===== src/hw/rtl/ftb_pkg.sv =====
// Shared constants, codes and types of the fragment tile binner.
`timescale 1ns / 1ps
`default_nettype none

package ftb_pkg;

    // Coordinate, identifier and tile index width
    localparam int DATA_W    = 32;
    // Step counter of the bit-serial divider
    localparam int DIV_CNT_W = $clog2(DATA_W);
    // Configuration register index width
    localparam int CFG_IDX_W = 3;

    // Configuration register indexes
    typedef enum logic [CFG_IDX_W-1:0] {
        REG_WINDOW_START = 3'd0,
        REG_WINDOW_END   = 3'd1,
        REG_INDEX_BASE   = 3'd2,
        REG_BIN_WIDTH    = 3'd3,
        REG_COUNT_MODE   = 3'd4
    } cfg_reg_t;

    // Count mode codes
    localparam logic MODE_INSERTION = 1'b0;
    localparam logic MODE_FRAGMENT  = 1'b1;

    // Sequencer states
    typedef enum logic [1:0] {
        ST_IDLE,
        ST_DIVIDE,
        ST_EMIT
    } ftb_state_t;

    // Divider request
    typedef struct packed {
        logic              start;
        logic [DATA_W-1:0] dividend;
        logic [DATA_W-1:0] divisor;
    } div_req_t;

    // Divider status
    typedef struct packed {
        logic              busy;
        logic              done;
        logic [DATA_W-1:0] quotient;
    } div_rsp_t;

    // One result item
    typedef struct packed {
        logic              run_last;
        logic              from_end;
        logic [DATA_W-1:0] tile_index;
        logic [DATA_W-1:0] owner_id;
    } result_t;

endpackage

`default_nettype wire


===== src/hw/rtl/ftb_divider.sv =====
// Radix-2 restoring divider: one quotient bit per cycle.
`timescale 1ns / 1ps
`default_nettype none

module ftb_divider
(
    input  wire logic             clk,
    input  wire logic             rst_n,
    input  wire ftb_pkg::div_req_t req,
    output ftb_pkg::div_rsp_t      rsp
);

    logic                            busy_reg,  busy_next;
    logic                            done_reg,  done_next;
    logic [ftb_pkg::DIV_CNT_W-1:0]   cnt_reg,   cnt_next;
    logic [ftb_pkg::DATA_W-1:0]      acc_reg,   acc_next;
    logic [ftb_pkg::DATA_W-1:0]      rem_reg,   rem_next;
    logic [ftb_pkg::DATA_W:0]        trial;
    logic [ftb_pkg::DATA_W:0]        diff;

    // Shift the next dividend bit into the partial remainder and try the subtract
    assign trial = {rem_reg, acc_reg[ftb_pkg::DATA_W-1]};
    assign diff  = trial - {1'b0, req.divisor};

    // Load on start, step while busy
    always_comb
    begin
        busy_next = busy_reg;
        done_next = 1'b0;
        cnt_next  = cnt_reg;
        acc_next  = acc_reg;
        rem_next  = rem_reg;
        if (req.start)
        begin
            busy_next = 1'b1;
            cnt_next  = '0;
            acc_next  = req.dividend;
            rem_next  = '0;
        end
        else if (busy_reg)
        begin
            if (!diff[ftb_pkg::DATA_W])
            begin
                rem_next = diff[ftb_pkg::DATA_W-1:0];
                acc_next = {acc_reg[ftb_pkg::DATA_W-2:0], 1'b1};
            end
            else
            begin
                rem_next = trial[ftb_pkg::DATA_W-1:0];
                acc_next = {acc_reg[ftb_pkg::DATA_W-2:0], 1'b0};
            end
            cnt_next = cnt_reg + 1'b1;
            if (cnt_reg == ftb_pkg::DIV_CNT_W'(ftb_pkg::DATA_W - 1))
            begin
                busy_next = 1'b0;
                done_next = 1'b1;
            end
        end
    end

    // Control registers
    always_ff @(posedge clk or negedge rst_n)
    begin
        if (!rst_n)
        begin
            busy_reg <= 1'b0;
            done_reg <= 1'b0;
            cnt_reg  <= '0;
        end
        else
        begin
            busy_reg <= busy_next;
            done_reg <= done_next;
            cnt_reg  <= cnt_next;
        end
    end

    // Datapath shift registers
    always_ff @(posedge clk)
    begin
        acc_reg <= acc_next;
        rem_reg <= rem_next;
    end

    assign rsp.busy     = busy_reg;
    assign rsp.done     = done_reg;
    assign rsp.quotient = acc_reg;

endmodule

`default_nettype wire


===== src/hw/rtl/ftb_result_reg.sv =====
// Output register holding one result transaction for the master side.
`timescale 1ns / 1ps
`default_nettype none

module ftb_result_reg
(
    input  wire logic                        clk,
    input  wire logic                        rst_n,
    input  wire logic                        load,
    input  wire ftb_pkg::result_t            item,
    output logic                             free,
    output logic                             m_tvalid,
    input  wire logic                        m_tready,
    output logic [2*ftb_pkg::DATA_W-1:0]     m_tdata,  // owner_id, tile_index
    output logic                             m_tuser,  // from_end
    output logic                             m_tlast   // run_last
);

    logic               valid_reg;
    ftb_pkg::result_t   item_reg;

    // Space when empty or when the held transaction leaves this cycle
    assign free = !valid_reg || m_tready;

    // Hold valid until taken
    always_ff @(posedge clk or negedge rst_n)
    begin
        if (!rst_n)
        begin
            valid_reg <= 1'b0;
        end
        else if (free)
        begin
            valid_reg <= load;
        end
    end

    // Capture payload
    always_ff @(posedge clk)
    begin
        if (load && free)
        begin
            item_reg <= item;
        end
    end

    assign m_tvalid = valid_reg;
    assign m_tdata  = {item_reg.tile_index, item_reg.owner_id};
    assign m_tuser  = item_reg.from_end;
    assign m_tlast  = item_reg.run_last;

endmodule

`default_nettype wire


===== src/hw/rtl/fragment_tile_binner.sv =====
// Top level of the fragment tile binner: window test, sequencer and register file.
//
//  Channel | Role   | Payload (low bits first)                          | Side info
//  s_*     | input  | cell_id, frag_start, frag_end                     | tlast = batch_last
//  m_*     | output | owner_id, tile_index                              | tuser = from_end, tlast = run_last
//  cfg_*   | config | cfg_index selects register, cfg_data holds value  | always ready
//
// An item with no hit is taken in the idle state alone; each hit passes through the shared bit-serial
// divider and then loads the output register, so an item gives zero, one or two results.
// The divider, one quotient bit per cycle over 32 bits, sets the time that each hit takes.
// The input is accepted only while the sequencer is idle; a full output register stalls
// the sequencer before it loads, never the result already held.
// Reset clears control state and sets the registers to their reset values (bin width 1).
`timescale 1ns / 1ps
`default_nettype none

module fragment_tile_binner
(
    input  wire logic                            clk,
    input  wire logic                            rst_n,
    input  wire logic                            s_tvalid,
    output logic                                 s_tready,
    input  wire logic [3*ftb_pkg::DATA_W-1:0]    s_tdata,   // cell_id, frag_start, frag_end
    input  wire logic                            s_tlast,   // batch_last
    output logic                                 m_tvalid,
    input  wire logic                            m_tready,
    output logic [2*ftb_pkg::DATA_W-1:0]         m_tdata,   // owner_id, tile_index
    output logic                                 m_tuser,   // from_end
    output logic                                 m_tlast,   // run_last
    input  wire logic                            cfg_valid,
    output logic                                 cfg_ready,
    input  wire logic [ftb_pkg::CFG_IDX_W-1:0]   cfg_index,
    input  wire logic [ftb_pkg::DATA_W-1:0]      cfg_data
);

    localparam int W = ftb_pkg::DATA_W;

    ftb_pkg::ftb_state_t  state_reg, state_next;

    logic [W-1:0]  window_start_reg;
    logic [W-1:0]  window_end_reg;
    logic [W-1:0]  index_base_reg;
    logic [W-1:0]  bin_width_reg;
    logic          count_mode_reg;
    logic          stopped_reg;

    logic [W-1:0]  cell_reg;
    logic [W-1:0]  off_e_reg;
    logic          hit_e_reg;
    logic          phase_reg;

    logic [W-1:0]  in_cell;
    logic [W-1:0]  in_start;
    logic [W-1:0]  in_end;
    logic          in_accept;
    logic          stop_now;
    logic          hit_s_in;
    logic          hit_e_in;
    logic [W-1:0]  off_s_in;
    logic [W-1:0]  off_e_in;

    ftb_pkg::div_req_t  div_req;
    ftb_pkg::div_rsp_t  div_rsp;
    ftb_pkg::result_t   out_item;
    logic               out_load;
    logic               out_free;
    logic               next_is_end;

    assign in_cell   = s_tdata[W-1:0];
    assign in_start  = s_tdata[2*W-1:W];
    assign in_end    = s_tdata[3*W-1:2*W];
    assign in_accept = s_tvalid && s_tready;
    assign cfg_ready = 1'b1;

    // Window test on the incoming fragment
    always_comb
    begin
        stop_now = stopped_reg || (in_start >= window_end_reg);
        hit_s_in = !stop_now && (in_start >= window_start_reg);
        hit_e_in = !stop_now && (in_end > window_start_reg) && (in_end <= window_end_reg)
                   && !((count_mode_reg == ftb_pkg::MODE_FRAGMENT) && hit_s_in);
        off_s_in = in_start - window_start_reg;
        // end - 1 - start folds into one add with the inverted start
        off_e_in = in_end + ~window_start_reg;
    end

    // Pending end hit after the current result
    assign next_is_end = !phase_reg && hit_e_reg;

    // Next state
    always_comb
    begin
        state_next = state_reg;
        unique case (state_reg)
            ftb_pkg::ST_IDLE:
            begin
                if (in_accept && (hit_s_in || hit_e_in))
                begin
                    state_next = ftb_pkg::ST_DIVIDE;
                end
            end
            ftb_pkg::ST_DIVIDE:
            begin
                if (div_rsp.done)
                begin
                    state_next = ftb_pkg::ST_EMIT;
                end
            end
            ftb_pkg::ST_EMIT:
            begin
                if (out_free)
                begin
                    state_next = next_is_end ? ftb_pkg::ST_DIVIDE : ftb_pkg::ST_IDLE;
                end
            end
            default:
            begin
                state_next = ftb_pkg::ST_IDLE;
            end
        endcase
    end

    // Sequencer outputs
    always_comb
    begin
        s_tready         = 1'b0;
        out_load         = 1'b0;
        div_req.start    = 1'b0;
        div_req.dividend = off_e_reg;
        div_req.divisor  = bin_width_reg;
        unique case (state_reg)
            ftb_pkg::ST_IDLE:
            begin
                s_tready         = 1'b1;
                div_req.start    = in_accept && (hit_s_in || hit_e_in);
                div_req.dividend = hit_s_in ? off_s_in : off_e_in;
            end
            ftb_pkg::ST_DIVIDE:
            begin
            end
            ftb_pkg::ST_EMIT:
            begin
                out_load      = 1'b1;
                div_req.start = out_free && next_is_end;
            end
            default:
            begin
            end
        endcase
    end

    // Result assembly
    always_comb
    begin
        out_item.owner_id   = cell_reg;
        out_item.tile_index = index_base_reg + div_rsp.quotient;
        out_item.from_end   = phase_reg;
        out_item.run_last   = !next_is_end;
    end

    // State and batch stop flag
    always_ff @(posedge clk or negedge rst_n)
    begin
        if (!rst_n)
        begin
            state_reg   <= ftb_pkg::ST_IDLE;
            stopped_reg <= 1'b0;
        end
        else
        begin
            state_reg <= state_next;
            if (in_accept)
            begin
                stopped_reg <= stop_now && !s_tlast;
            end
        end
    end

    // Item context and phase
    always_ff @(posedge clk or negedge rst_n)
    begin
        if (!rst_n)
        begin
            phase_reg <= 1'b0;
            hit_e_reg <= 1'b0;
        end
        else if (in_accept)
        begin
            phase_reg <= !hit_s_in;
            hit_e_reg <= hit_e_in;
        end
        else if (div_req.start)
        begin
            phase_reg <= 1'b1;
        end
    end

    // Fragment payload
    always_ff @(posedge clk)
    begin
        if (in_accept)
        begin
            cell_reg  <= in_cell;
            off_e_reg <= off_e_in;
        end
    end

    // Configuration registers
    always_ff @(posedge clk or negedge rst_n)
    begin
        if (!rst_n)
        begin
            window_start_reg <= '0;
            window_end_reg   <= '0;
            index_base_reg   <= '0;
            bin_width_reg    <= W'(1);
            count_mode_reg   <= ftb_pkg::MODE_INSERTION;
        end
        else if (cfg_valid && cfg_ready)
        begin
            unique case (ftb_pkg::cfg_reg_t'(cfg_index))
                ftb_pkg::REG_WINDOW_START: window_start_reg <= cfg_data;
                ftb_pkg::REG_WINDOW_END:   window_end_reg   <= cfg_data;
                ftb_pkg::REG_INDEX_BASE:   index_base_reg   <= cfg_data;
                ftb_pkg::REG_BIN_WIDTH:    bin_width_reg    <= cfg_data;
                ftb_pkg::REG_COUNT_MODE:   count_mode_reg   <= cfg_data[0];
                default:
                begin
                end
            endcase
        end
    end

    ftb_divider u_divider
    (
        .clk   (clk),
        .rst_n (rst_n),
        .req   (div_req),
        .rsp   (div_rsp)
    );

    ftb_result_reg u_result
    (
        .clk      (clk),
        .rst_n    (rst_n),
        .load     (out_load),
        .item     (out_item),
        .free     (out_free),
        .m_tvalid (m_tvalid),
        .m_tready (m_tready),
        .m_tdata  (m_tdata),
        .m_tuser  (m_tuser),
        .m_tlast  (m_tlast)
    );

`ifndef SYNTHESIS
    // Divider is never restarted mid-division
    assert property (@(posedge clk) disable iff (!rst_n)
        div_req.start |-> !div_rsp.busy)
        else $error("divider restarted while busy");

    // Done follows each start once the divider has stepped through every quotient bit
    assert property (@(posedge clk) disable iff (!rst_n)
        div_req.start |-> ##33 div_rsp.done)
        else $error("divider latency broken");

    // No input transaction taken while the divider works on a fragment
    assert property (@(posedge clk) disable iff (!rst_n)
        (state_reg == ftb_pkg::ST_DIVIDE) |-> !s_tready)
        else $error("input accepted during division");

    // A result only leaves the sequencer once its quotient has settled
    assert property (@(posedge clk) disable iff (!rst_n)
        (out_load && out_free) |-> !div_rsp.busy)
        else $error("result loaded with divider busy");
`endif

endmodule

`default_nettype wire

===== config.mk =====
export PLATFORM = sky130hd
export DESIGN_NAME = fragment_tile_binner
export DESIGN_NICKNAME = d
export VERILOG_FILES = /design/src/hw/rtl/ftb_pkg.sv /design/src/hw/rtl/ftb_divider.sv /design/src/hw/rtl/ftb_result_reg.sv /design/src/hw/rtl/fragment_tile_binner.sv
export SDC_FILE = /design/constraint.sdc
export NUM_CORES = 1
export LEC_CHECK = 0
export BUFFER_PORTS_ARGS = -buffer_cell sky130_fd_sc_hd__buf_2
export CORE_ASPECT_RATIO = 1.25
export CORE_MARGIN = 2
export CORE_UTILIZATION = 30
export DETAILED_ROUTE_END_ITERATION = 7
export MAX_ROUTING_LAYER = met4
export RECOVER_POWER = 100
export SLEW_MARGIN = 30
export SYNTH_ARGS = -nofsm -noshare
export SYNTH_HDL_FRONTEND = slang
export SYNTH_SLANG_ARGS = --single-unit

===== constraint.sdc =====
create_clock -name clk -period 5.4 [get_ports clk]
set_clock_uncertainty 0.1 [all_clocks]
set_input_delay 1.62 -clock clk [delete_from_list [all_inputs] [get_ports clk]]
set_output_delay 1.62 -clock clk [all_outputs]
set_load 0.02 [all_outputs]

-- Word-level counts from Yosys, hierarchy flattened
Index checks and enable logic that the tools add are counted.
- add/subtract/negate cells: 5
- $mul: 0
- divide/modulo/power cells: 0
- order comparisons: 4
- equal/unequal tests: 10
- shifts and indexed selects: 0
- multiplexer cells: 24
- bitwise operators: 1
- reduce and logical (&&, ||, !) cells: 31
- operators with widths (kind ; count):
    $mux 32 ; 5
    $add 32x32->32 ; 2
    $ge 32x32->1 ; 2
    $sub 33x32->33 ; 1
    $gt 32x32->1 ; 1
    $le 32x32->1 ; 1
    $not 32->32 ; 1
    $sub 32x32->32 ; 1
    $mux 1 ; 12
    $logic_and 1x1->1 ; 11
    $mux 5 ; 2
    $reduce_and 2->1 ; 5
    $logic_not 1->1 ; 7
    $eq 3x2->1 const B ; 2
    $mux 2 ; 3
    $pmux 2 s3 ; 1
    $add 5x1->5 const B ; 1
    $eq 5x5->1 const B ; 1
    $ne 2x2->1 const B ; 2
    $reduce_bool 2->1 ; 2
    $eq 3x1->1 const B ; 1
    $eq 3x3->1 const B ; 1
    $logic_not 3->1 ; 1
    $logic_or 1x1->1 ; 3
    other kinds (6) ; 6
- register bits after elaboration: 336
- latch bits: 0
- memory bits (writable): 0
- ROM bits: 0
- bits of input ports: 137
- logic and storage cells: 96
- memories kept: 0

-- Longest topological paths before layout
- depth after elaboration: 12
- mapped depth: 15
- mapped depth without buffers: 13

-- Cells and area by module
A second synthesis with hierarchy kept.
- cell total of the unflattened synthesis: 2044
- area total of the unflattened synthesis: 20822.5 µm²
- by module, submodules not included (module ; times used ; cells an instance ; area each (µm²) ; seq. area each (µm²)):
    fragment_tile_binner ; 1 ; 1458 ; 13885.8 ; 5276.3
    ftb_divider ; 1 ; 516 ; 4901.0 ; 1776.7
    ftb_result_reg ; 1 ; 70 ; 2035.7 ; 2006.9

-- Least setup slack after synthesis
OpenSTA, ideal clock, no wires.
- path type: in2reg
- start point: in m_tready
- end point: reg u_divider.acc_reg[0] in the netlist's numbering, enable pin
- library setup time: 0.375 ns
- arrival: 5.832 ns
- data required time: 4.925 ns
- path slack: -0.906 ns
- stages on the path: 6
- buffers on the path: 1
- cells stage by stage: nand2b_1 nor2b_1 nand2b_1 o221ai_2 buf_2 or2_2
- cells in the longest elaborated chain, start to end: 4
- ends and longest elaborated chain (what ; line ; source):
    start: declaration ; fragment_tile_binner.sv:26 ; input wire logic m_tready,
    $logic_or 1x1->1 ; ftb_result_reg.sv:23 ; assign free = !valid_reg || m_tready;
    $logic_and 1x1->1 ; fragment_tile_binner.sv:144 ; div_req.start = out_free && next_is_end;
    $pmux 1 s2 ; fragment_tile_binner.sv:131 ; unique case (state_reg)
    $reduce_bool 2->1 (no source line) ; - ;
    end signal: assignment ; ftb_divider.sv:81 ; acc_reg <= acc_next;
    end: declaration ; ftb_divider.sv:16 ; logic [ftb_pkg::DATA_W-1:0] acc_reg, acc_next;
No other way between the ends.
A chain may end at the register's enable or synchronous reset.

-- Worst setup path after layout
- start point: in s_tdata[32] in the netlist's numbering
- end point: reg u_divider.acc_reg[4] in the netlist's numbering, data pin
- cells in the longest elaborated chain, start to end: 11
- elaborated cells between the ends (all ways): 17
- classes of those cells: add/sub: 1; order compare: 2; mux: 4; reduce/logical: 10
- ends and longest elaborated chain (what ; line ; source):
    start: declaration ; fragment_tile_binner.sv:23 ; input wire logic [3*ftb_pkg::DATA_W-1:0] s_tdata,
    $ge 32x32->1 ; fragment_tile_binner.sv:78 ; stop_now = stopped_reg || (in_start >= window_end_reg);
    $logic_or 1x1->1 ; fragment_tile_binner.sv:78 ;
    $logic_not 1->1 ; fragment_tile_binner.sv:79, fragment_tile_binner.sv:80 ;
    $logic_and 1x1->1 ; fragment_tile_binner.sv:79 ; hit_s_in = !stop_now && (in_start >= window_start_reg);
    $logic_and 1x1->1 ; fragment_tile_binner.sv:81 ; && !((count_mode_reg == ftb_pkg::MODE_FRAGMENT) && hit_s_in);
    $logic_not 1->1 ; fragment_tile_binner.sv:81 ;
    $logic_and 1x1->1 ; fragment_tile_binner.sv:81 ;
    $logic_or 1x1->1 ; fragment_tile_binner.sv:135 ; div_req.start = in_accept && (hit_s_in || hit_e_in);
    $logic_and 1x1->1 ; fragment_tile_binner.sv:135 ;
    $pmux 1 s2 ; fragment_tile_binner.sv:131 ;
    $mux 32 * ; ftb_divider.sv:33 ; if (req.start)
    named net u_divider.acc_next (one bit) ; ftb_divider.sv:16 ;
Mark *: on every way through the listed nets, which the timed path passes. The rest lies on a longest branch.

==> impl_metrics.ini <==
[timing]
fin_crit_ns = 4.891
holdWs_ns = 0.3092
rsz0062_at_grt = false
drv_slew = 379
setup-tns-final_ns = 0
fmax_ghz = 0.2045
finalHoldViolCount = 0
fin_crit_sh_pct = 90.57
worst_slew_pin_slew_ns = 3.148
setup_ws_ns = 0.5093
maxSlewHeadroom_pct = -109.9
setup_viol = 0

[placed_design]
portBuffers = 204
preCtsSetupSlack_ns = 0.2111
place_area_mm2 = 0.02299
routabilityCongestion = 0.9195
dpl.hpwl_um = 49280

[global_route]
grt_pass1_vias = 16566
antenna_found_initial = 2
overflow = 0
grt_start_max_net_pins = 80
grt_use_total_pct = 17.71
grt_pass1_wl_um = 95010

[die]
die_area_mm2 = 0.07151
initial_utilization_pct = 30.14
fp.dieW_um = 239.6
rows = 108
io-pin-count = 206
core_area_mm2 = 0.06905
die_h_um = 298.5

[cts]
cts_resized = 0
clock_sinks = 336
cts_buffers = 39
clockRootBuffer = clkbuf_16
clk_pin_slew_ns = 0.07
insertion_delay_ns = 0.57
holdBufCountCts = 0
clk_path_buf_depth = 3
h-tree-depth = 2
cts_tree = done
cts_setup_buffers = 0

[route]
drc = 0
vias = 16250
ant_nets = 0
drt-total-wl_um = 62200
detail_route.iter0.violations = 1022
wl_per_cell_um = 19.32
viasPerCell = 5.048
firstDrtPassIters = 5

[critical_path]
crit_path_start_kind = input port
arrival_ns = 5.10
criticalPathCategory = input port to register
slowest_delay_ns = 0.64
cp-end-kind = register
crit_chain = buf_2, inv_1, ha_1, nand2b_1, a2111o_1, a221oi_1, clkbuf_1, a21oi_1, o31ai_1, and3_1, o211ai_1, o221ai_1, buf_12, mux2_2
cp.required_ns = 5.61
crit_buf_inv = 4
cp_max_fo = 22
cp_top_family = compound AO/OA/AOI/OAI gates
slowest_stage = o221ai_1

[power]
powerDensity_mw_per_mm2 = 551.8
p_clk_share_pct = 22.1
switching_share_pct = 39.28
comb_power_share_pct = 48.1
p_sw_w = 0.005248
intPower_w = 0.008111
leakagePower_nw = 10.18
vdd_ir_drop_max_uv = 220.2
seqPwrFrac_pct = 29.8

[yosys]
netlist_top_cells_area = edfxtp_1 (23%), dfrtp_1 (17%), ha_1 (12%)
avgSynthCellArea_um2 = 10.19
ys_seq_area_share_pct = 43.53
synth_area_mm2 = 0.02081
synth.most_common_cell = ha_1
yosys_warnings = 0
yosysTopAreaCell = edfxtp_1
syn-num-nets = 2378
ys_seq_elements = 336
async_reset_ff_share_pct = 42.26
synth_cell_types = 91
netlist.area_leader.share_pct = 23.37
ys.flop_type = edfxtp_1
syn_inst = 2043
synth_enable_flop_cells = 162
synthTopCellsByCount = ha_1 (194), nand2_1 (165), edfxtp_1 (162)

[run_status]
violations = max-capacitance violations, max-slew violations
status = complete, but fails checks

[final_layout]
nets = 2587
largest_reg_flops = 64
final_cell_area_mm2 = 0.02421
drive_above_1_share_pct = 14.28
area.growth.synth_to_final_pct = 16.34

[worst_hold_path]
hp-class = register to register

[run]
drv_cap = 7
cells in the final DEF, fill, tap and decap left out, types with 35 or more instances in the layout:
cell type,netlist,routed
inv_1,139,138
xnor2_1,69,69
clkbuf_1,37,88
nand2_1,165,165
edfxtp_1,162,162
clkbuf_16,0,40
a21oi_1,148,149
dfrtp_1,141,140
a211oi_1,35,35
xor2_1,37,37
ha_1,194,194
buf_2,7,129
mux2_2,86,86
o21ai_0,143,143
a21o_1,61,61
nor2_1,135,135
mux2i_1,44,44
path summary, 6_finish.rpt:
check	from	end	slack (ns)	cells after the start
hold / removal	cell_reg[1]$_DFFE_PP_	u_result.m_tdata[1]$_DFFE_PP_	0.31	0
min in group asynchronous	rst_n	bin_width_reg[29]$_DFFE_PN0P_	0.96	1
max in group asynchronous	rst_n	u_divider.busy_reg$_DFF_PN0_	1.54	2
hold reg to reg	cell_reg[1]$_DFFE_PP_	u_result.m_tdata[1]$_DFFE_PP_	0.31	0
setup / recovery	s_tdata[32]	u_divider.acc_reg[4]$_DFFE_PP_	0.51	14
setup reg to reg	state_reg[1]$_DFFE_PN0P_	phase_reg$_DFFE_PN0P_	1.14	8
logic make-up after synthesis:
group           after synthesis  share of synthesized area, %
simple gates                515                         11.91
other cells                   1                       0.01802
buf+inv                     199                         3.992
fa+ha+maj                   198                         12.05
xor+xnor                    106                         4.461
compound gates              557                         17.22
mux                         131                         6.823
flops                       336                         43.53
power groups by stage:
| stage | Sequential (W) | Clock (W) | Combinational (W) |
|---|---|---|---|
| after floorplan | 0.00385 | 0 | 0.00493 |
| after global placement | 0.00400 | 0 | 0.00628 |
| after detailed placement | 0.00403 | 0 | 0.00642 |
| after CTS | 0.00398 | 0.00305 | 0.00645 |
| after global routing | 0.00406 | 0.00313 | 0.00715 |
| final | 0.00398 | 0.00295 | 0.00643 |
per-stage QoR:
| step | instances | utilization [%] | total power (W) |
|---|---|---|---|
| after floorplan | 2043 | - | 0.008780 |
| after global placement | 3145 | 33.28 | 0.01028 |
| after detailed placement | 3145 | 33.29 | 0.01045 |
| after CTS | 3217 | 35.34 | 0.01348 |
| after global routing | 3219 | 35.07 | 0.01434 |
| final | 3219 | 35.07 | 0.01336 |
layer usage:
metal / GRT usage, % / routed length [um]
met5: - / 0
met4: 7.307 / 2705
met3: 1.774 / 2195
met2: 30.45 / 30900
met1: 21.11 / 26400
worst reg2reg max path, delay by kind of cell, from the launching register on:
| family | cells | cell delay [ns] |
|---|---|---|
| buf+inv | 4 | 2.05 |
| flops | 1 | 0.59 |
| compound gates | 1 | 0.07 |
| simple gates | 3 | 1.29 |
cell type report:
| type | count | area [um^2] |
|---|---|---|
| diodes | 1 | 2.502 |
| clock buffers | 52 | 1076 |
| clock inverters | 20 | 339.1 |
| fillers | 7005 | 44840 |
| inverters | 139 | 521.8 |
| multi-input cells | 1508 | 10900 |
| flip-flops and latches | 336 | 9061 |
| well taps | 935 | 1170 |
| repair buffers | 228 | 1145 |
Power figures use the tool's default switching activity.
